**src/rtl/assert_macros.svh**
```systemverilog
// Assertion macros used by the stillness detector engine.
`ifndef ASSERT_MACROS_SVH
`define ASSERT_MACROS_SVH
`ifndef ASSERT_OFF
`define ASSERT_IMPLIES(label, clk, rst, a, c) \
  label: assert property (@(posedge clk) disable iff (rst) (a) |-> (c)) else $error("assertion failed");
`define ASSERT_NEXT(label, clk, rst, a, c) \
  label: assert property (@(posedge clk) disable iff (rst) (a) |=> (c)) else $error("assertion failed");
`else
`define ASSERT_IMPLIES(label, clk, rst, a, c)
`define ASSERT_NEXT(label, clk, rst, a, c)
`endif
`endif

```
**src/rtl/wsd_pkg.sv**
```systemverilog
// Package with shared types and constants for the stillness detector.
package wsd_pkg;
  localparam int MaxSamplesDefault = 64;
  localparam int CoordBits         = 16;
  localparam int CountBits         = 7;

  localparam logic [1:0] RegWindow   = 2'd0;
  localparam logic [1:0] RegRadius   = 2'd1;
  localparam logic [1:0] RegFraction = 2'd2;

  typedef struct packed {
    logic                        pos_valid;
    logic [31:0]                 timestamp_ms;
    logic signed [CoordBits-1:0] pos_x;
    logic signed [CoordBits-1:0] pos_y;
  } in_item_t;

  typedef struct packed {
    logic                 is_stationary;
    logic [CountBits-1:0] sample_count;
    logic [CountBits-1:0] inlier_count;
  } out_item_t;
endpackage

```
**src/rtl/wsd_queue.sv**
```systemverilog
// Two-entry queue between the front end and the evaluation engine.
module wsd_queue (
  input  logic              clk,
  input  logic              rst,
  input  logic              wr_valid,
  output logic              wr_stall,
  input  wsd_pkg::in_item_t wr_data,
  output logic              rd_valid,
  input  logic              rd_take,
  output wsd_pkg::in_item_t rd_data
);
  import wsd_pkg::*;
  in_item_t   slot [2];
  logic       wr_ptr;
  logic       rd_ptr;
  logic [1:0] fill;
  logic       push;
  logic       pop;

  assign wr_stall = (fill == 2'd2);
  assign rd_valid = (fill != 2'd0);
  assign rd_data  = slot[rd_ptr];
  assign push = wr_valid && !wr_stall;
  assign pop  = rd_valid && rd_take;

  always_ff @(posedge clk) begin
    if (push) begin
      slot[wr_ptr] <= wr_data;
    end
    if (rst) begin
      wr_ptr <= 1'b0;
      rd_ptr <= 1'b0;
      fill   <= 2'd0;
    end else begin
      if (push) wr_ptr <= ~wr_ptr;
      if (pop) rd_ptr <= ~rd_ptr;
      fill <= fill + {1'b0, push} - {1'b0, pop};
    end
  end
endmodule

```
**config.mk**
```make
export PLATFORM = sky130hd
export DESIGN_NAME = wsd_queue
export DESIGN_NICKNAME = d
export VERILOG_FILES = /design/src/rtl/assert_macros.svh /design/src/rtl/wsd_pkg.sv /design/src/rtl/wsd_queue.sv
export SDC_FILE = /design/constraint.sdc
export NUM_CORES = 1
export LEC_CHECK = 0
export ABC_AREA = 1
export BUFFER_PORTS_ARGS = -buffer_cell sky130_fd_sc_hd__buf_4
export CELL_PAD_IN_SITES_DETAIL_PLACEMENT = 1
export CELL_PAD_IN_SITES_GLOBAL_PLACEMENT = 2
export CORE_UTILIZATION = 34
export DETAILED_ROUTE_END_ITERATION = 16
export HOLD_SLACK_MARGIN = 0.15
export PLACE_DENSITY_LB_ADDON = 0.1
export SLEW_MARGIN = 25
export SYNTH_ARGS = -nofsm -noshare
export SYNTH_HDL_FRONTEND = slang
export SYNTH_SLANG_ARGS = --single-unit
```
**constraint.sdc**
```tcl
create_clock -name clk -period 3.93 [get_ports clk]
set_input_delay 0.1965 -clock clk [delete_from_list [all_inputs] [get_ports clk]]
set_output_delay 0.1965 -clock clk [all_outputs]
set_load 0.02 [all_outputs]
```
---- Word-level counts from Yosys, hierarchy flattened ----
Memory sizes are Yosys's and may differ from the RTL's. A register that Yosys moved wholly into a read port is not among the register bits.
Cells that the tools add are included.
storage, ports and cells
  register bits ........................... 4
  latch bits .............................. 0
  memory bits (writable) .................. 130
  bits in read-only memories .............. 0
  word-level logic and storage cells ...... 17
  memories kept ........................... 1
memory list
  memory  words  width  rd ports  clocked after Yosys merged registers in  wr ports  RTL line         source
  slot    2      65     1         1                                        1         wsd_queue.sv:13  in_item_t slot [2];
cells by class
  add/sub/neg operators ................... 2
  multipliers ............................. 0
  divide/modulo/power cells ............... 0
  magnitude comparators ................... 0
  eq/ne operators ......................... 1
  shifts and indexed selects .............. 0
  mux-type cells .......................... 4
  bitwise operators ....................... 2
  reduce and logical (&&, ||, !) cells .... 4
operators by type and width
  kind                                         number
  1-bit 2-to-1 mux                             4
  2-bit by 1-bit adder with 2-bit output       1
  2-bit equality test (second input constant)  1
  1-bit logical AND                            2
  1-bit inverter                               2
  2-bit nonzero test                           1
  2-bit by 1-bit subtractor with 2-bit output  1
  1-bit zero test                              1

---- Logic depth before layout (Yosys ltp) ----
Gate-level depths: netlist (run 1).
  depth after elaboration ................. 5
  mapped depth ............................ 11
  depth with buffers taken out ............ 11

---- Worst setup path after synthesis (run 1) ----
Ideal clock, no wire load.
  kind .................................... register -> register
  start point ............................. register fill[0]
  end point ............................... memory slot[0][0] (netlist name), enable pin
  setup time .............................. 488 ps
  arrival time ............................ 3276 ps
  required time ........................... 3442 ps
  path slack .............................. 166 ps
  stages on the path, launching flop included .. 5
  clock period less this slack ............ 3764 ps
  cell sequence ........................... dfxtp_1 > inv_1 > nand2_1 > nand2_1 > nor2_1
on the way
  word-level cells in the longest chain between the ends .. 5
ends and longest elaborated chain
  what                                    RTL line         source
  start: declaration                      wsd_queue.sv:16  logic [1:0] fill;
  start signal: assignment                wsd_queue.sv:37  fill <= fill + {1'b0, push} - {1'b0, pop};
  2-bit equality test                     wsd_queue.sv:20  assign wr_stall = (fill == 2'd2);
  1-bit zero test                         wsd_queue.sv:23  assign push = wr_valid && !wr_stall;
  1-bit logical AND                       wsd_queue.sv:23
  1-bit 2-to-1 mux                        wsd_queue.sv:27  if (push) begin
  1-bit 2-to-1 mux (implied by the code)  wsd_queue.sv:28  slot[wr_ptr] <= wr_data;
  end: declaration                        wsd_queue.sv:13
No other way between the ends.

==> flow_summary_export.csv, run 1 <==
group,metric,value,unit
synthesis,synth_cells,240,
place,post-dp-hpwl,6.50,mm
floorplanning,start_util,0.351,
floorplanning,core.rowCount,44,
sta,max_freq,406,MHz
floorplanning,dieArea,15600,µm²
global_routing,grt_first_pass_wirelength,15.6,mm
global_routing,grt.busiest_layer,"met2",
hold_path,hp-class,"primary input to flip-flop",
synthesis,synth_top_family_by_area,"multiplexers",
global_routing,grt_max_degree,56,
global_routing,grt_use_met2,0.224,
sta,final.period_utilization,0.627,
global_routing,grt_use_total,0.138,
clocking,clk_pin_slew,0.05,ns
power_and_ir_drop,power_density,623,nW/µm²
route,drt_first_pass_iters,10,
critical_path,cp-end-kind,"output pin",
job,max_cap_violations,0,
floorplanning,coreArea,14600,µm²
place,routabilityCongestion,0.648,
sta,drv_slew,0,
critical_path,cpPeakStageDelay,0.94,ns
layout,fillers,1397,
layout,final_layout_size_suffix_gt1_frac,0.489,
route,routed_wl,10.4,mm
power_and_ir_drop,power.leakage,3.00,nW
synthesis,synthSimpleGateAreaFrac,0.0153,
critical_path,crit_path_top_delay_cell,"dfxtp_4",
route,via_per_inst,4.34,
clocking,cts_tree,"done",
layout,antenna_cells,0,
synthesis,synth_area,5140,µm²
synthesis,synth_warnings,0,
layout,synthToLayoutAreaGrowth,47.6,%
floorplanning,die_x,125,µm
clocking,postCtsSetupRepairBufs,0,
route,drc_errors,14,
synthesis,synth_mux_area_frac,0.179,
synthesis,ys_seq_area_frac,0.778,
clocking,numClockSinks,135,
sta,setup_tns,0,ns
layout,nets,530,
sta,period_needed,2.46,ns
critical_path,path_max_fanout,55,
floorplanning,io-pin-count,136,
route,drt-initial-drc-count,146,
sta,relSlewSlack,0.326,
sta,worstMarginPinSlew,1.01,ns
floorplanning,die_h,125,µm
synthesis,synth_nets,311,
layout,final_cell_mix,"buf_4 (138), edfxtp_1 (130), dlygate4sd3_1 (68)",
synthesis,ys_types,12,
run_status,outcome,"finished, violations left",
global_routing,use_met3,0.0539,
global_routing,antenna_found_initial,0,
critical_path,crit_buf_inv,2,
clocking,clk_latency,0.41,ns
sta,finalWorstSetupSlack,1.47,ns
synthesis,synth_compound_area_frac,0.00195,
critical_path,crit_family,"flip-flops",
run_status,violations,"DRC",
critical_path,critPathArrivalTime,2.27,ns
route,ant_nets,0,
sta,rsz0062_at_grt,"false",
sta,fin_skew,0.00552,ns
critical_path,crit_type,"flip-flop to output pin",
route,routedWlPerCell,15.8,µm
clocking,cts-buffers-inserted,17,
critical_path,start_kind,"flip-flop",
sta,setup_viol,0,
layout,final_common_cell,"buf_4",
global_routing,grt_pass1_vias,2987,
critical_path,path_cells,"buf_4 > mux2_4 > buf_4",
global_routing,met1_usage,0.160,
synthesis,syn_avg_cell_area,21.4,µm²
synthesis,synth_fa_ha_area_frac,0.00486,
clocking,cts_buffer_depth,2,
synthesis,synth_xor_area_frac,0,
clocking,clockRootBuffer,"clkbuf_16",
route,vias,2849,
critical_path,crit_required,3.73,ns
global_routing,overflow,0,
sta,hold_violations,0,
place,place_ws,1.81,ns
place,port_buffers,135,
synthesis,ys_seq_elements,135,
clocking,htreeDepth,4,
power_and_ir_drop,peakVddDrop,309,µV
critical_path,cpMostUsedCell,"buf_4",
[metrics by stage]
step           instance area (µm²)   util  cells  power (mW)  hold slack [ns]
2_1_floorplan                 5140      -    240        2.78            0.268
3_3_place_gp                  6370  0.435    556        3.26            0.368
3_5_place_dp                  6370  0.435    556        3.28            0.367
4_1_cts                       7590  0.518    656        4.80            0.464
5_1_grt                       7590  0.518    656        4.93            0.481
6_report                      7590  0.518    656        4.73            0.484
[tightest hold or removal path, stage by stage]
cell and delay [ns]:
dlygate4sd3_1 0.52, buf_4 0.10, nor2_1 0.03
[synth_stat cells (all sizes together)]
master / count / area [µm²]
a21oi: 2 / 10.0
buf: 7 / 72.6
dfxtp: 5 / 100
edfxtp: 130 / 3900
ha: 2 / 25.0
inv: 9 / 33.8
mux2: 65 / 920
nand2: 8 / 30.0
nand3: 3 / 15.0
nor2: 9 / 33.8
[power by group]
| part | switching, mW | internal [mW] | leakage, nW | total [mW] |
|---|---|---|---|---|
| Sequential | 0.138 | 1.83 | 1.26 | 1.96 |
| Clock | 0.547 | 0.908 | 0.266 | 1.45 |
| Combinational | 0.630 | 0.682 | 1.48 | 1.31 |
[cell type report]
class | instances | area, µm² | area share
well taps | 184 | 230 | 0.0303
flip-flops and latches | 135 | 4010 | 0.528
multi-input cells | 89 | 1040 | 0.137
repair buffers | 207 | 1740 | 0.229
clock inverters | 15 | 118 | 0.0155
clock buffers | 17 | 425 | 0.0560
inverters | 9 | 33.8 | 0.00445
[state kept, by name, summed over array words and instances (netlist names), named ones only]
name    count
fill        2
wr_ptr      1
rd_ptr      1
slot      130
[final timing paths]
| check | startpoint | endpoint | slack (ns) | depth (start not counted) |
|---|---|---|---|---|
| hold / removal | rst | fill[0]$_SDFF_PP0_ | 0.48 | 3 |
| setup / recovery | flip-flop | rd_data[62] | 1.47 | 3 |
| setup reg to reg | fill[0]$_SDFF_PP0_ | slot[0][3]$_DFFE_PP_ | 1.89 | 5 |
| hold reg to reg | rd_ptr$_SDFFE_PP0P_ | flip-flop | 0.51 | 2 |
[kinds of logic (layout without fill, tap and decap cells)]
| kind of cell | after synthesis | in the layout |
|---|---|---|
| flip-flops | 135 | 135 |
| multiplexers | 65 | 65 |
| AND/OR/NAND/NOR | 20 | 20 |
| buffers and inverters | 16 | 248 |
| adder cells (fa/ha/maj) | 2 | 2 |
| AO/OA/AOI/OAI | 2 | 2 |
[layer usage]
layer | share of wire | wire (µm) | up-vias
met4 | 0.015 | 157 | 0
met2 | 0.50 | 5190 | 88
li1 | - | - | 1362
met1 | 0.43 | 4410 | 1384
met3 | 0.058 | 600 | 15
met5 | 0 | 0 | -
[timing repair]
item,in CTS,in global routing
hold buffers,68,0
gates resized for setup,0,0
setup endpoints to repair,0,0
hold endpoints to repair,135,0
Note: power is estimated with default switching activity, not from simulation.
==> run 2: changes to the inputs <==
--- a/config.mk
+++ b/config.mk
@@ -9,7 +9,7 @@
 export BUFFER_PORTS_ARGS = -buffer_cell sky130_fd_sc_hd__buf_4
 export CELL_PAD_IN_SITES_DETAIL_PLACEMENT = 1
 export CELL_PAD_IN_SITES_GLOBAL_PLACEMENT = 2
-export CORE_UTILIZATION = 34
+export CORE_UTILIZATION = 38
 export DETAILED_ROUTE_END_ITERATION = 16
 export HOLD_SLACK_MARGIN = 0.15
 export PLACE_DENSITY_LB_ADDON = 0.1
==> constraint.sdc (replaced) <==
create_clock -name clk -period 2.3 [get_ports clk]
set_input_delay 0.115 -clock clk [delete_from_list [all_inputs] [get_ports clk]]
set_output_delay 0.115 -clock clk [all_outputs]
set_load 0.02 [all_outputs]
==> run 2 against run 1 <==
Against the previous run: the run now ends clean; clock-buffer cell count grew 5; design area shrank 0.51%; via count grew 2.1%; largest power group unchanged.
==> flow_summary_export.csv, run 2 (synthesis gave the netlist of run 1 again) <==
group,metric,value,unit
route,routedWlPerCell,16.1,µm
place,post-place-cells,551,
sta,max_freq,507,MHz
critical_path,crit_buf_inv,2,
route,wl_met2,5.43,mm
global_routing,grt_use_total,0.162,
global_routing,grt_pass1_vias,3248,
critical_path,start_kind,"flip-flop",
clocking,clockRootBuffer,"clkbuf_16",
power_and_ir_drop,power.leakage,2.99,nW
layout,reg_top3,"slot x130, fill x2",
layout,synthToLayoutAreaGrowth,46.8,%
clocking,cts_tree,"done",
clocking,htreeDepth,4,
route,routed.top_layer,"met4",
layout,largest_register_ffs,130,
layout,antenna_cells,0,
layout,nets,533,
power_and_ir_drop,power_density,1040,nW/µm²
route,vias,2908,
layout,fin_cells,649,
critical_path,crit_required,2.18,ns
route,drc_errors,0,
layout,final_layout_size_suffix_gt1_frac,0.484,
floorplanning,core.rowCount,42,
place,post-dp-hpwl,6.31,mm
layout,final_cell_mix,"buf_4 (140), edfxtp_1 (130), dlygate4sd3_1 (68)",
critical_path,crit_type,"flip-flop to output pin",
global_routing,antenna_found_initial,0,
critical_path,cpPeakStageDelay,0.65,ns
critical_path,crit_path_top_delay_cell,"dfxtp_4",
place,place_ws,0.697,ns
sta,relSlewSlack,0.651,
route,ant_nets,0,
place,placed_cell_area,6390,µm²
critical_path,path_max_fanout,25,
layout,fillers,1229,
critical_path,cp-end-kind,"output pin",
sta,setup_viol,0,
sta,worstMarginPinSlew,0.523,ns
route,drt-initial-drc-count,124,
place,routabilityCongestion,0.704,
route,routed_wl,10.4,mm
sta,hold_violations,0,
layout,postLayoutCoreUtil,0.570,
layout,final_common_cell,"buf_4",
floorplanning,dieArea,14000,µm²
route,wl_met3,495,µm
critical_path,critPathArrivalTime,1.86,ns
clocking,cts-buffers-inserted,17,
floorplanning,start_util,0.388,
sta,hold_slack,0.420,ns
sta,final.period_utilization,0.857,
run_status,outcome,"finished, final reports clean",
job,max_cap_violations,0,
clocking,clk_latency,0.41,ns
global_routing,overflow,0,
floorplanning,coreArea,13200,µm²
critical_path,path_cells,"buf_12 > mux2_4 > buf_4",
layout,design_area,7550,µm²
global_routing,grt_max_degree,38,
place,port_buffers,135,
power_and_ir_drop,peakVddDrop,560,µV
sta,setup_tns,0,ns
floorplanning,die_x,118,µm
layout,top_register,"slot",
sta,finalWorstSetupSlack,0.329,ns
route,via_per_inst,4.48,
sta,drv_slew,0,
floorplanning,die_h,118,µm
sta,rsz0062_at_grt,"false",
sta,period_needed,1.97,ns
route,drt-met1-wl,4.34,mm
floorplanning,io-pin-count,136,
critical_path,crit_family,"flip-flops",
global_routing,grt_first_pass_wirelength,16.7,mm
clocking,clk_pin_slew,0.05,ns
hold_path,hp-class,"primary input to flip-flop",
power_and_ir_drop,p_total,7.88,mW
clocking,cts_buffer_depth,2,
route,drt_first_pass_iters,4,
clocking,numClockSinks,135,
sta,fin_skew,0.00401,ns
==> run 2: cell count changes in the layout (fill, tap and decap cells not counted), sizes merged <==
cell | previous run | this run
clkbuf | 17 | 22
buf | 139 | 142
clkinv | 12 | 7
bufinv | 2 | 0
==> run 2: worst reg2reg max path: cells and delay by family (launching register included) <==
kind | cells | cell delay [ns]
buffers and inverters | 2 | 0.51
flip-flops | 1 | 0.36
AND/OR/NAND/NOR | 3 | 0.36
==> run 2: path summary, 6_finish.rpt <==
kind	slack, ns	start	cells past startpoint	endpoint
max	0.33	flip-flop	3	rd_data[25]
min	0.42	rst	3	fill[0]$_SDFF_PP0_
max reg2reg	0.68	fill[0]$_SDFF_PP0_	5	slot[0][37]$_DFFE_PP_
min reg2reg	0.52	rd_ptr$_SDFFE_PP0P_	2	rd_ptr$_SDFFE_PP0P_
==> run 2: power breakdown <==
part | switching, mW | total, mW | internal (mW) | leakage (nW)
Combinational | 1.18 | 2.36 | 1.18 | 1.50
Sequential | 0.167 | 3.29 | 3.12 | 1.26
Clock | 0.891 | 2.23 | 1.34 | 0.229
Total | 2.23 | 7.88 | 5.64 | 2.99
==> run 2: repair_timing <==
item                      in CTS  in global routing
buffers inserted               0                  0
hold buffers                  68                  0
resized for setup              0                  0
hold endpoints to repair     135                  0
==> run 2: layer usage <==
layer  up-vias  track usage
li1       1368            -
met1      1441        0.184
met2        87        0.277
met3        12       0.0502
met4         0       0.0761
met5         -            0
==> run 2: area by class of cell <==
cell class	count	area, µm²	area share
Sequential cell	135	4010	0.531
Multi-Input combinational cell	89	1040	0.138
Clock inverter	8	35.0	0.00464
Clock buffer	22	444	0.0588
Timing Repair Buffer	210	1770	0.235
Tap cell	176	220	0.0292
Inverter	9	33.8	0.00447
