**config.mk**
```make
export PLATFORM = sky130hd
export DESIGN_NAME = wsd_front
export DESIGN_NICKNAME = d
export VERILOG_FILES = /design/src/rtl/assert_macros.svh /design/src/rtl/wsd_pkg.sv /design/src/rtl/wsd_front.sv
export SDC_FILE = /design/constraint.sdc
export NUM_CORES = 1
export LEC_CHECK = 0
export BUFFER_PORTS_ARGS = -buffer_cell sky130_fd_sc_hd__buf_4
export CORE_ASPECT_RATIO = 0.75
export CORE_MARGIN = 4
export CORE_UTILIZATION = 40
export DETAILED_ROUTE_END_ITERATION = 16
export GPL_TIMING_DRIVEN = 1
export HOLD_SLACK_MARGIN = 0.12
export PLACE_DENSITY = 0.87
export SETUP_SLACK_MARGIN = 0.3
export SLEW_MARGIN = 10
export SYNTH_ARGS = -nofsm -noshare
export SYNTH_HDL_FRONTEND = slang
export SYNTH_SLANG_ARGS = --single-unit
```
**constraint.sdc**
```tcl
create_clock -name clk -period 1.34 [get_ports clk]
set_input_delay 0.067 -clock clk [delete_from_list [all_inputs] [get_ports clk]]
set_output_delay 0.067 -clock clk [all_outputs]
set_load 0.01 [all_outputs]
```
**src/rtl/assert_macros.svh**
```systemverilog
// Assertion macros used by the stillness detector engine.
`ifndef ASSERT_MACROS_SVH
`define ASSERT_MACROS_SVH
`ifndef ASSERT_OFF
`define ASSERT_IMPLIES(label, clk, rst, a, c) \
  label: assert property (@(posedge clk) disable iff (rst) (a) |-> (c)) else $error("assertion failed");
`define ASSERT_NEXT(label, clk, rst, a, c) \
  label: assert property (@(posedge clk) disable iff (rst) (a) |=> (c)) else $error("assertion failed");
`else
`define ASSERT_IMPLIES(label, clk, rst, a, c)
`define ASSERT_NEXT(label, clk, rst, a, c)
`endif
`endif

```
**src/rtl/wsd_pkg.sv**
```systemverilog
// Package with shared types and constants for the stillness detector.
package wsd_pkg;
  localparam int MaxSamplesDefault = 64;
  localparam int CoordBits         = 16;
  localparam int CountBits         = 7;

  localparam logic [1:0] RegWindow   = 2'd0;
  localparam logic [1:0] RegRadius   = 2'd1;
  localparam logic [1:0] RegFraction = 2'd2;

  typedef struct packed {
    logic                        pos_valid;
    logic [31:0]                 timestamp_ms;
    logic signed [CoordBits-1:0] pos_x;
    logic signed [CoordBits-1:0] pos_y;
  } in_item_t;

  typedef struct packed {
    logic                 is_stationary;
    logic [CountBits-1:0] sample_count;
    logic [CountBits-1:0] inlier_count;
  } out_item_t;
endpackage

```
**src/rtl/wsd_front.sv**
```systemverilog
// Front end: configuration registers and input acceptance into the queue.
module wsd_front (
  input  logic              clk,
  input  logic              rst,
  input  logic              cfg_we,
  input  logic [1:0]        cfg_index,
  input  logic [15:0]       cfg_data,
  output logic [15:0]       window_ms,
  output logic [14:0]       inlier_radius,
  output logic [8:0]        inlier_fraction_q8,
  input  logic              in_valid,
  input  wsd_pkg::in_item_t in_item,
  output logic              push_valid,
  output wsd_pkg::in_item_t push_item
);
  import wsd_pkg::*;
  assign push_valid = in_valid;
  // Missing positions carry no coordinates; zero them for cleaner storage.
  always_comb begin
    push_item = in_item;
    if (!in_item.pos_valid) begin
      push_item.pos_x = '0;
      push_item.pos_y = '0;
    end
  end

  always_ff @(posedge clk) begin
    if (rst) begin
      window_ms          <= 16'd1000;
      inlier_radius      <= 15'd50;
      inlier_fraction_q8 <= 9'd230;
    end else if (cfg_we) begin
      unique case (cfg_index)
        RegWindow:   window_ms <= cfg_data;
        RegRadius:   inlier_radius <= cfg_data[14:0];
        RegFraction: inlier_fraction_q8 <= cfg_data[8:0];
        default: ;
      endcase
    end
  end
endmodule

```
Yosys cells after proc, flatten, opt, wreduce, memory -nomap -nowiden
Cells that the tools add are included.
- flip-flop bits (word level): 40
- memories kept: 0
- bits of input ports: 87
- memory bits (read-only): 0
- word-level logic and storage cells: 10
- memory bits (writable): 0
- bits in latches: 0
- equality and inequality tests: 2
- multipliers: 0
- bitwise operators: 0
- divide/modulo/power cells: 0
- add/subtract/negate cells: 0
- shifts and indexed selects: 0
- reduce and logical (&&, ||, !) cells: 4
- mux-type cells: 1
- $lt $le $gt $ge: 0
- operator list (operator ; number):
    2-to-1 mux 32 bit ; 1
    AND reduction 2 bit ; 3
    == test 2 x 1 -> 1 bit (second input constant) ; 1
    == test 2 bit (second input constant) ; 1
    zero test 2 bit ; 1

Logic depth before layout (Yosys ltp)
Gate-level depths: netlist of the first run.
- depth after elaboration: 2
- gate-level depth with buffers: 4
- mapped depth without buffers: 2

Least setup slack after synthesis of the first run
Ideal clock, no wire load.
- path type: input to register
- start: input port cfg_index[1]
- end: register window_ms[10]
- buffers on the path: 1
- cell stages on the path: 3
- slack: 530 ps
- arrival: 689 ps
- required time: 1220 ps
- cell sequence: or3b_1 > buf_2 > mux2i_1
- longest elaborated chain between the ends: 2
- ends and longest elaborated chain (what ; RTL line ; text):
    from (decl) ; wsd_front.sv:6 ; input logic [1:0] cfg_index,
    zero test 2 bit ; wsd_front.sv:33 ; unique case (cfg_index)
    AND reduction 2 bit (no source line) ; n/a ;
    to (signal assigned) ; wsd_front.sv:34 ; RegWindow: window_ms <= cfg_data;
    to (decl) ; wsd_front.sv:8 ; output logic [15:0] window_ms,
No other way between the ends.
A chain may end at the register's enable or synchronous reset.

==> results of run 1 <==
==> path summary, 6_finish.rpt <==
path	start	end
setup reg to reg	window_ms[12]	window_ms[12]
hold / removal	in_item[48]	push_item[48]
hold reg to reg	inlier_fraction_q8[0]	inlier_fraction_q8[0]
setup / recovery	cfg_data[5]	window_ms[5]
==> metal layers <==
layer	up-vias	track usage (%)	share of wire (%)
met5	-	0	0
met4	0	2.31	0.30
met3	4	8.82	9.6
met2	79	27.3	49
met1	823	19.2	41
li1	901	-	-
==> area by class of cell <==
| cell class | count | area [um2] |
|---|---|---|
| Clock inverter | 2 | 10.0 |
| Tap cell | 72 | 90.1 |
| Sequential cell | 40 | 801 |
| Clock buffer | 6 | 82.6 |
| Multi-Input combinational cell | 141 | 988 |
| Timing Repair Buffer | 145 | 1130 |
| Fill cell | 409 | 1910 |
==> through the flow <==
step / utilization [%] / setup WS [ns] / power, mW / instances
floorplan: - / 0.530 / 1.61 / 230
global placement: 56.8 / 0.356 / 1.79 / 382
detailed placement: 56.8 / 0.342 / 1.80 / 382
CTS: 61.9 / 0.472 / 2.65 / 406
global route: 61.9 / 0.400 / 2.75 / 406
finish: 61.9 / 0.474 / 2.62 / 406
==> cell usage in the layout, fill, tap and decap left out, drive strengths merged <==
master	instances
nand3b	2
or3b	1
and2	32
nor2	23
buf	129
dlygate4sd3	16
and3b	1
mux2i	40
dfxtp	40
nor3b	1
clkbuf	6
clkinv	2
nand2b	41
==> kinds of logic (layout without fill, tap and decap cells) <==
family        count (synthesis)  count (layout)
buf+inv                      49             153
flops                        40              40
simple gates                101             101
mux                          40              40
==> worst reg2reg max path: cells and delay by family, from the launching register on <==
| family | cells | cell delay [ns] |
|---|---|---|
| flip-flops | 1 | 0.35 |
| multiplexers | 1 | 0.14 |
| AND/OR/NAND/NOR | 1 | 0.07 |
==> report_power, final <==
part,switching (mW),internal (mW)
clock,0.403,0.411
combinational,0.221,0.332
sequential,0.0240,1.23
==> flip-flops by register name, summed over array words and instances, names as in the netlist <==
register	flops
window_ms	16
inlier_radius	15
inlier_fraction_q8	9
==> what timing repair did <==
action | CTS | global route
endpoints found under the setup margin | 0 | 0
hold endpoints to repair | 39 | 0
hold buffers | 16 | 0
==> impl_metrics.yaml, run 1 <==
global_route:
  grt_overflow_total: 0
  grt_max_degree: 65
  grt_pass1_wl_um: 8710
  grt_use_total_pct: 16.4
  antenna_found_initial: 0
  first_global_vias: 1731
timing:
  max-slew-margin-rel_pct: 68.4
  period_needed_ns: 0.866
  tns_ns: 0
  rsz0062_at_grt: "false"
  fmax_mhz: 1150
  hold_violations: 0
  setup_viol: 0
  skew_ns: 0
  worstMarginPinSlew_ns: 0.474
  slew_violations: 0
  post-route-period-util_pct: 64.6
  whs_ns: 0.134
routing:
  drcViolationCount: 0
  vias_per_cell: 4.45
  final_antenna_net_count: 0
  wl_um: 5750
  routedWlPerCell_um: 14.2
  vias: 1807
  drtIter0Drc: 16
  dr.pass1.iters: 4
clock_tree:
  clk_pin_slew_ns: 0.08
  post_cts_buffers: 0
  cts_root_buf: "clkbuf_8"
  cts_tree: "yes"
  h-tree-depth: 2
  clkLatencyLatePin_ns: 0.27
  clock_path_buffers: 2
  cts_made_buffers: 5
  cts_resized: 0
  clock-sinks: 40
logic_synthesis:
  synthAdderAreaFrac_pct: 0
  ys_top_cells_by_count: "nand2b_1 (41), dfxtp_1 (40), mux2i_1 (40)"
  yosysTopAreaCell: "dfxtp_1"
  synth_edf_count: 0
  yosysUniqueCellTypes: 13
  synth_top_family_by_area: "simple AND/OR/NAND/NOR gates"
  yosys.area_share.simple_pct: 27.8
  ys_seq_area_share_pct: 37.8
  yosysMostFrequentCell: "nand2b_1"
  netlist_area_um2: 2120
  ys.flop_type: "dfxtp_1"
  syn-num-nets: 317
  synth_xor_area_share_pct: 0
  yosys-top-cells-area: "dfxtp_1 (38%), mux2i_1 (19%), buf_4 (12%)"
  netlist_instances: 230
  synth_compound_area_share_pct: 0
  ys_ff_latch: 40
  muxShareOfSynthArea_pct: 18.9
  yosysWarnings: 0
  postSynth.asyncResetShare_pct: 0
  yosysTopAreaCellShare_pct: 37.8
  syn_area_per_cell_um2: 9.20
finish:
  fin_area_um2: 3100
  num_antenna_cells: 0
  layout.nets: 420
  area_growth_syn_to_layout_pct: 46.5
  drive_gt1_share_pct: 41.3
power:
  leakage_nw: 1.50
  ir_worst_vdd_v: 0.000467
  power_density_nw_per_um2: 846
setup_path:
  slowest_stage: "dlygate4sd3_1"
  slowest_delay_ns: 0.54
  crit_cells: 4
  critPathLaunchType: "input port"
  reg2reg_setup_slack_ns: 0.71
  cp_top_family: "buffers and inverters"
  r2r.worst_path.cells: 2
  cp_max_fo: 3
  path_class: "input port to flop"
  end_kind: "flop"
  cp.arrival_ns: 1.03
  crit_buf_inv: 2
  crit_chain: "dlygate4sd3_1, buf_4, nor2_1, mux2i_1"
  worstPathRequired_ns: 1.51
hold_path:
  min_path_cells: 0
  hp-class: "input port to output port"
placed_design:
  numPortBuffers: 126
  place_area_um2: 2850
  hpwl_um: 4280
  gp_congestion: 0.702
floorplanning:
  rows: 22
  die_h_um: 71.0
  die_x_um: 92.0
  core_um2: 5010
  io_pins: 193
  dieArea_um2: 6530
  initial_core_util_pct: 42.3
flow_run:
  maxCapViolCount: 0
run_status:
  outcome: "finished, final reports clean"
Power figures use the tool's default switching activity.
==> run 2, diff against run 1 <==
--- a/config.mk
+++ b/config.mk
@@ -8,11 +8,11 @@
 export BUFFER_PORTS_ARGS = -buffer_cell sky130_fd_sc_hd__buf_4
 export CORE_ASPECT_RATIO = 0.75
 export CORE_MARGIN = 4
-export CORE_UTILIZATION = 40
+export CORE_UTILIZATION = 37
 export DETAILED_ROUTE_END_ITERATION = 16
 export GPL_TIMING_DRIVEN = 1
 export HOLD_SLACK_MARGIN = 0.12
-export PLACE_DENSITY = 0.87
+export PLACE_DENSITY = 0.81
 export SETUP_SLACK_MARGIN = 0.3
 export SLEW_MARGIN = 10
 export SYNTH_ARGS = -nofsm -noshare
==> constraint.sdc (replaced) <==
create_clock -name clk -period 0.8 [get_ports clk]
set_input_delay 0.04 -clock clk [delete_from_list [all_inputs] [get_ports clk]]
set_output_delay 0.04 -clock clk [all_outputs]
set_load 0.01 [all_outputs]
==> run 2 against run 1 <==
Net effect: cell count grew 0.25%; setup slack lost 0.47 ns; clock power grew 60%; count of clock-buffer cells in the layout shrank 1; register-to-register slack lost 0.63 ns; wire length grew 4.8%; total power grew 71%.
==> impl_metrics.yaml, run 2 (synthesis results as in run 1) <==
run_status:
  outcome: "finished, final reports clean"
timing:
  tns_ns: 0
  period_needed_ns: 0.796
  post-route-period-util_pct: 99.5
  skew_ns: 0
  hold_violations: 0
  setup_viol: 0
  rsz0062_at_grt: "true"
  final.setup.worst_slack_ns: 0.00397
  slew_violations: 0
  fmax_mhz: 1260
  max-slew-margin-rel_pct: 70.7
  worstMarginPinSlew_ns: 0.440
routing:
  drt-met1-wl_um: 2300
  routedWlPerCell_um: 14.8
  wl_um: 6030
  final_antenna_net_count: 0
  top_layer_used: "met4"
  vias: 1813
  dr_wl_met3_um: 695
  dr.pass1.iters: 4
  drcViolationCount: 0
  wl_met2_um: 3000
  drtIter0Drc: 38
  vias_per_cell: 4.45
clock_tree:
  cts_tree: "yes"
  cts_root_buf: "clkbuf_8"
  clkLatencyLatePin_ns: 0.28
  clock-sinks: 40
  h-tree-depth: 2
  clock_path_buffers: 2
  clk_pin_slew_ns: 0.09
  cts_made_buffers: 5
power:
  combinationalPowerShare_pct: 23.5
  leakage_nw: 1.64
  power_density_nw_per_um2: 1290
  power.total_mw: 4.48
  p_sw_mw: 1.16
  cellInternalPower_mw: 3.32
  ir_worst_vdd_v: 0.000772
  seq_power_share_pct: 47.6
  power_frac_clock_pct: 28.9
  swShare_pct: 25.9
hold_path:
  hp-start: "cfg_data[15]"
  min_path_cells: 3
  hp-class: "input port to flop"
  whs_endpoint: "window_ms[15]"
global_route:
  grt_pass1_wl_um: 8510
  first_global_vias: 1808
  grt_overflow_total: 0
  grt_use_total_pct: 15.6
  grt_max_degree: 65
  antenna_found_initial: 0
finish:
  multi_input_area_um2: 1100
  fillers: 456
  final_common_cell: "buf_4"
  max_flop_register: "window_ms"
  area_growth_syn_to_layout_pct: 64.2
  layout.nets: 419
  final-seq-area_um2: 851
  reg.largest.list: "window_ms (16), inlier_radius (15), inlier_fraction_q8 (9)"
  final_cell_mix: "buf_4 (85), buf_6 (55), mux2i_1 (40), dfxtp_2 (40), nand2b_1 (34)"
  largest_register_ffs: 16
  drive_gt1_share_pct: 64.8
  num_antenna_cells: 0
setup_path:
  reg2reg_setup_slack_ns: 0.08
  end_kind: "output port"
  cp.arrival_ns: 0.76
  cp_max_fo: 2
  crit_buf_inv: 1
  slowest_delay_ns: 0.36
  cp_top_family: "flip-flops"
  crit_chain: "buf_6"
  worstPathRequired_ns: 0.76
  slowest_stage: "dfxtp_2"
  regToRegStartpoint: "window_ms[12]"
  timing.rr.end: "window_ms[12]"
  path_class: "flop to output port"
  r2r.worst_path.cells: 3
  critPathLaunchType: "flop"
placed_design:
  hpwl_um: 4330
  numPortBuffers: 126
  gp_congestion: 0.718
  post-place-ws_ns: -0.181
floorplanning:
  die_x_um: 95.3
  initial_core_util_pct: 38.9
  core_um2: 5440
  die_h_um: 73.5
  io_pins: 193
  dieArea_um2: 7010
  rows: 23
flow_run:
  maxCapViolCount: 0
==> run 2: cell type report <==
class,count,area share (%)
repair buffers,144,38.8
multi-input cells,141,31.7
flip-flops and latches,40,24.5
well taps,75,2.70
clock buffers,5,1.98
clock inverters,2,0.360
==> run 2: per-layer routing <==
metal / GRT usage (%) / vias to the layer above
li1: - / 896
met1: 16.9 / 816
met2: 27.9 / 95
met3: 7.06 / 6
met4: 3.52 / 0
met5: 0 / -
==> run 2: how the worst max path moves through the flow <==
stage                  endpoint  slack, ns             start  depth (start not counted)
2_1_floorplan     window_ms[10]       0.03      cfg_index[1]                          3
3_3_place_gp      window_ms[12]      -0.17      cfg_index[1]                          3
6_report       inlier_radius[8]      0.004  inlier_radius[8]                          1
3_5_place_dp      window_ms[12]      -0.18      cfg_index[1]                          3
5_1_grt        inlier_radius[1]      -0.02  inlier_radius[1]                          1
4_1_cts           window_ms[12]      0.007     window_ms[12]                          1
==> run 2: through the flow <==
stage	std cells	util, %	hold WS, ns	area [um2]
2_1_floorplan	230	-	0.172	2270
3_3_place_gp	387	54.4	0.0801	2960
3_5_place_dp	387	54.4	0.0801	2960
4_1_cts	397	60.6	0.00506	3300
5_1_grt	407	63.9	0.0127	3480
6_report	407	63.9	0.00652	3480
==> run 2: what timing repair did <==
action                                  CTS  global route
cloned                                    0             2
pin swaps                                 7             0
buffers inserted                          3             8
gates resized for setup                  85            21
hold endpoints to repair                 73            73
endpoints found under the setup margin  112           105
==> run 2: power groups by stage <==
stage / clock network (mW) / logic [mW] / registers, mW
final: 1.30 / 1.05 / 2.14
after global routing: 1.41 / 1.13 / 2.14
after CTS: 1.31 / 0.989 / 2.13
after detailed placement: 0 / 0.916 / 2.15
after global placement: 0 / 0.901 / 2.15
after floorplan: 0 / 0.580 / 2.18
==> run 3, diff against run 2 <==
--- a/config.mk
+++ b/config.mk
@@ -5,14 +5,15 @@
 export SDC_FILE = /design/constraint.sdc
 export NUM_CORES = 1
 export LEC_CHECK = 0
+export ABC_AREA = 1
 export BUFFER_PORTS_ARGS = -buffer_cell sky130_fd_sc_hd__buf_4
 export CORE_ASPECT_RATIO = 0.75
 export CORE_MARGIN = 4
-export CORE_UTILIZATION = 37
+export CORE_UTILIZATION = 38
 export DETAILED_ROUTE_END_ITERATION = 16
 export GPL_TIMING_DRIVEN = 1
 export HOLD_SLACK_MARGIN = 0.12
-export PLACE_DENSITY = 0.81
+export PLACE_DENSITY = 0.82
 export SETUP_SLACK_MARGIN = 0.3
 export SLEW_MARGIN = 10
 export SYNTH_ARGS = -nofsm -noshare
==> run 3 against run 2 <==
Net effect: the run now ends with negative hold slack, negative setup slack left; largest cell class unchanged; critical path type unchanged; total power grew 10%; largest power group unchanged; wire length grew 18%; die area shrank 0.77%; setup slack lost 0.014 ns; global-route usage grew 4.1 points; count of clock-buffer cells in the layout grew 1; core utilization grew 2.0 points; worst hold slack lost 0.029 ns; sequential share of layout area shrank 0.53 points; critical path depth is the same; critical endpoint is now inlier_fraction_q8[7]; cell area grew 2.5%.
==> impl_metrics.yaml, run 3 <==
logic_synthesis:
  yosysTopAreaCellShare_pct: 37.1
  yosysMostFrequentCell: "nand2_1"
  ys_seq_area_share_pct: 37.1
  synthAdderAreaFrac_pct: 0
  muxShareOfSynthArea_pct: 0
  synth_edf_count: 0
  yosys.area_share.simple_pct: 33.9
  synth_compound_area_share_pct: 2.32
  postSynth.asyncResetShare_pct: 0
  netlist_instances: 336
  yosysUniqueCellTypes: 16
  ys_ff_latch: 40
  ys_top_cells_by_count: "nand2_1 (93), inv_1 (59), nor2_1 (43)"
  yosys-top-cells-area: "dfxtp_1 (37%), nand2_1 (16%), buf_4 (13%)"
  synth_xor_area_share_pct: 0
  netlist_area_um2: 2160
  yosysWarnings: 0
  syn_area_per_cell_um2: 6.42
  yosysTopAreaCell: "dfxtp_1"
  syn-num-nets: 423
  ys.flop_type: "dfxtp_1"
  synth_top_family_by_area: "simple AND/OR/NAND/NOR gates"
global_route:
  first_global_vias: 2195
  grt_pass1_wl_um: 10600
  grt_use_total_pct: 19.6
  antenna_found_initial: 0
  grt_max_degree: 34
  grt_overflow_total: 0
finish:
  area_growth_syn_to_layout_pct: 65.4
  fin_cells: 516
  max_flop_register: "window_ms"
  layout.nets: 527
  reg.largest.list: "window_ms (16), inlier_radius (15), inlier_fraction_q8 (9)"
  final_cell_mix: "buf_4 (91), nand2_1 (82), inv_1 (53)"
  drive_gt1_share_pct: 54.0
  largest_register_ffs: 16
  num_antenna_cells: 0
  fillers: 440
  final_common_cell: "buf_4"
clock_tree:
  clock-sinks: 40
  cts_root_buf: "clkbuf_8"
  clock_path_buffers: 2
  clk_pin_slew_ns: 0.08
  clkLatencyLatePin_ns: 0.29
  cts_made_buffers: 5
  h-tree-depth: 2
  cts_tree: "yes"
setup_path:
  cp_max_fo: 2
  slowest_stage: "dfxtp_4"
  reg2reg_setup_slack_ns: 0.09
  path_class: "flop to output port"
  worstPathRequired_ns: 0.76
  critPathLaunchType: "flop"
  slowest_delay_ns: 0.36
  crit_buf_inv: 1
  end_kind: "output port"
  regToRegStartpoint: "inlier_radius[9]"
  r2r.worst_path.cells: 5
  cp.arrival_ns: 0.77
  cp_top_family: "flip-flops"
  timing.rr.end: "inlier_radius[9]"
  crit_cells: 1
  crit_chain: "buf_6"
placed_design:
  numPortBuffers: 126
  dp_cells: 496
  gp_congestion: 0.796
  post-place-ws_ns: -0.0178
  hpwl_um: 5020
power:
  ir_worst_vdd_v: 0.00108
  combinationalPowerShare_pct: 26.9
  power_density_nw_per_um2: 1380
  seq_power_share_pct: 44.7
  cellInternalPower_mw: 3.53
  swShare_pct: 28.5
  p_sw_mw: 1.41
  power_frac_clock_pct: 28.4
  leakage_nw: 2.03
timing:
  hold_violations: 7
  setup_viol: 1
  rsz0062_at_grt: "true"
  worstMarginPinSlew_ns: 0.313
  max-slew-margin-rel_pct: 79.1
  skew_ns: 0
  slew_violations: 0
  tns_ns: -0.00984
  fmax_mhz: 1230
  period_needed_ns: 0.810
  post-route-period-util_pct: 101
  whs_ns: -0.0229
  final.setup.worst_slack_ns: -0.00984
routing:
  drtIter0Drc: 77
  wl_um: 7140
  dr.pass1.iters: 4
  vias_per_cell: 4.50
  final_antenna_net_count: 0
  drcViolationCount: 0
  vias: 2322
  routedWlPerCell_um: 13.8
floorplanning:
  die_h_um: 73.2
  dieArea_um2: 6950
  io_pins: 193
  initial_core_util_pct: 39.8
  core_um2: 5410
  die_x_um: 95.0
  rows: 23
hold_path:
  min_path_cells: 3
  hp-start: "cfg_data[12]"
  whs_endpoint: "inlier_radius[12]"
  hp-class: "input port to flop"
run_status:
  violations: "negative hold slack, negative setup slack"
  outcome: "finished with violations"
flow_run:
  maxCapViolCount: 0
run 3: cell count changes in the layout (fill, tap and decap cells not counted), moves of 10 or more:
cell,change
nand2b_1,-34
and2_1,-30
nor2_1,+32
a21oi_2,+10
nand3_1,+20
inv_1,+53
mux2i_1,-40
nand2_1,+82
nand3_2,+11
run 3: power groups by stage:
| stage | clock, mW | combinational [mW] | sequential [mW] |
|---|---|---|---|
| floorplan | 0 | 0.620 | 2.24 |
| global placement | 0 | 1.10 | 2.20 |
| detailed placement | 0 | 1.12 | 2.20 |
| CTS | 1.41 | 1.24 | 2.20 |
| global route | 1.53 | 1.45 | 2.22 |
| finish | 1.40 | 1.33 | 2.20 |
run 3: routing by layer:
layer,global-route usage [%],vias up,wire length (um)
li1,-,1161,-
met2,34.1,75,3590
met1,23.7,1082,2960
met4,2.72,0,41
met3,7.53,4,544
met5,0,-,0
run 3: area by class of cell:
class                      count  area, um2  area share [%]
timing repair buffer         148       1390            39.0
tap                           75       93.8            2.63
sequential                    40        853            23.9
clock inverter                 2       10.0           0.281
inverter                      61        229            6.42
multi-input combinational    184        906            25.4
clock buffer                   6       82.6            2.32
run 3: what timing repair did:
| item | CTS | global route |
|---|---|---|
| pin swaps | 4 | 11 |
| resized for setup | 102 | 29 |
| hold endpoints to repair | 73 | 67 |
| setup buffers | 6 | 5 |
| endpoints found under the setup margin | 113 | 98 |
| gates cloned | 0 | 1 |
run 3: logic make-up (layout without fill, tap and decap cells):
family	count (synthesis)	after routing
AND/OR/NAND/NOR	174	174
buffers and inverters	112	217
flip-flops	40	40
AO/OA/AOI/OAI	10	10
run 3: worst max-delay path by stage:
| stage | to | from |
|---|---|---|
| after floorplan | window_ms[0] | cfg_index[1] |
| after global placement | inlier_fraction_q8[0] | cfg_we |
| after detailed placement | window_ms[3] | cfg_index[0] |
| after CTS | window_ms[11] | window_ms[11] |
| after global routing | window_ms[15] | window_ms[15] |
| final | inlier_fraction_q8[7] | inlier_fraction_q8[7] |
run 3: metrics by stage:
stage / hold slack, ns / utilization [%] / total power [mW] / instance area (um2)
3_5_place_dp: 0.0801 / 55.4 / 3.32 / 3000
4_1_cts: -0.0238 / 63.1 / 4.86 / 3410
2_1_floorplan: 0.153 / - / 2.86 / 2210
6_report: -0.0229 / 65.9 / 4.94 / 3560
3_3_place_gp: 0.0801 / 55.4 / 3.29 / 3000
5_1_grt: -0.0168 / 65.9 / 5.20 / 3560
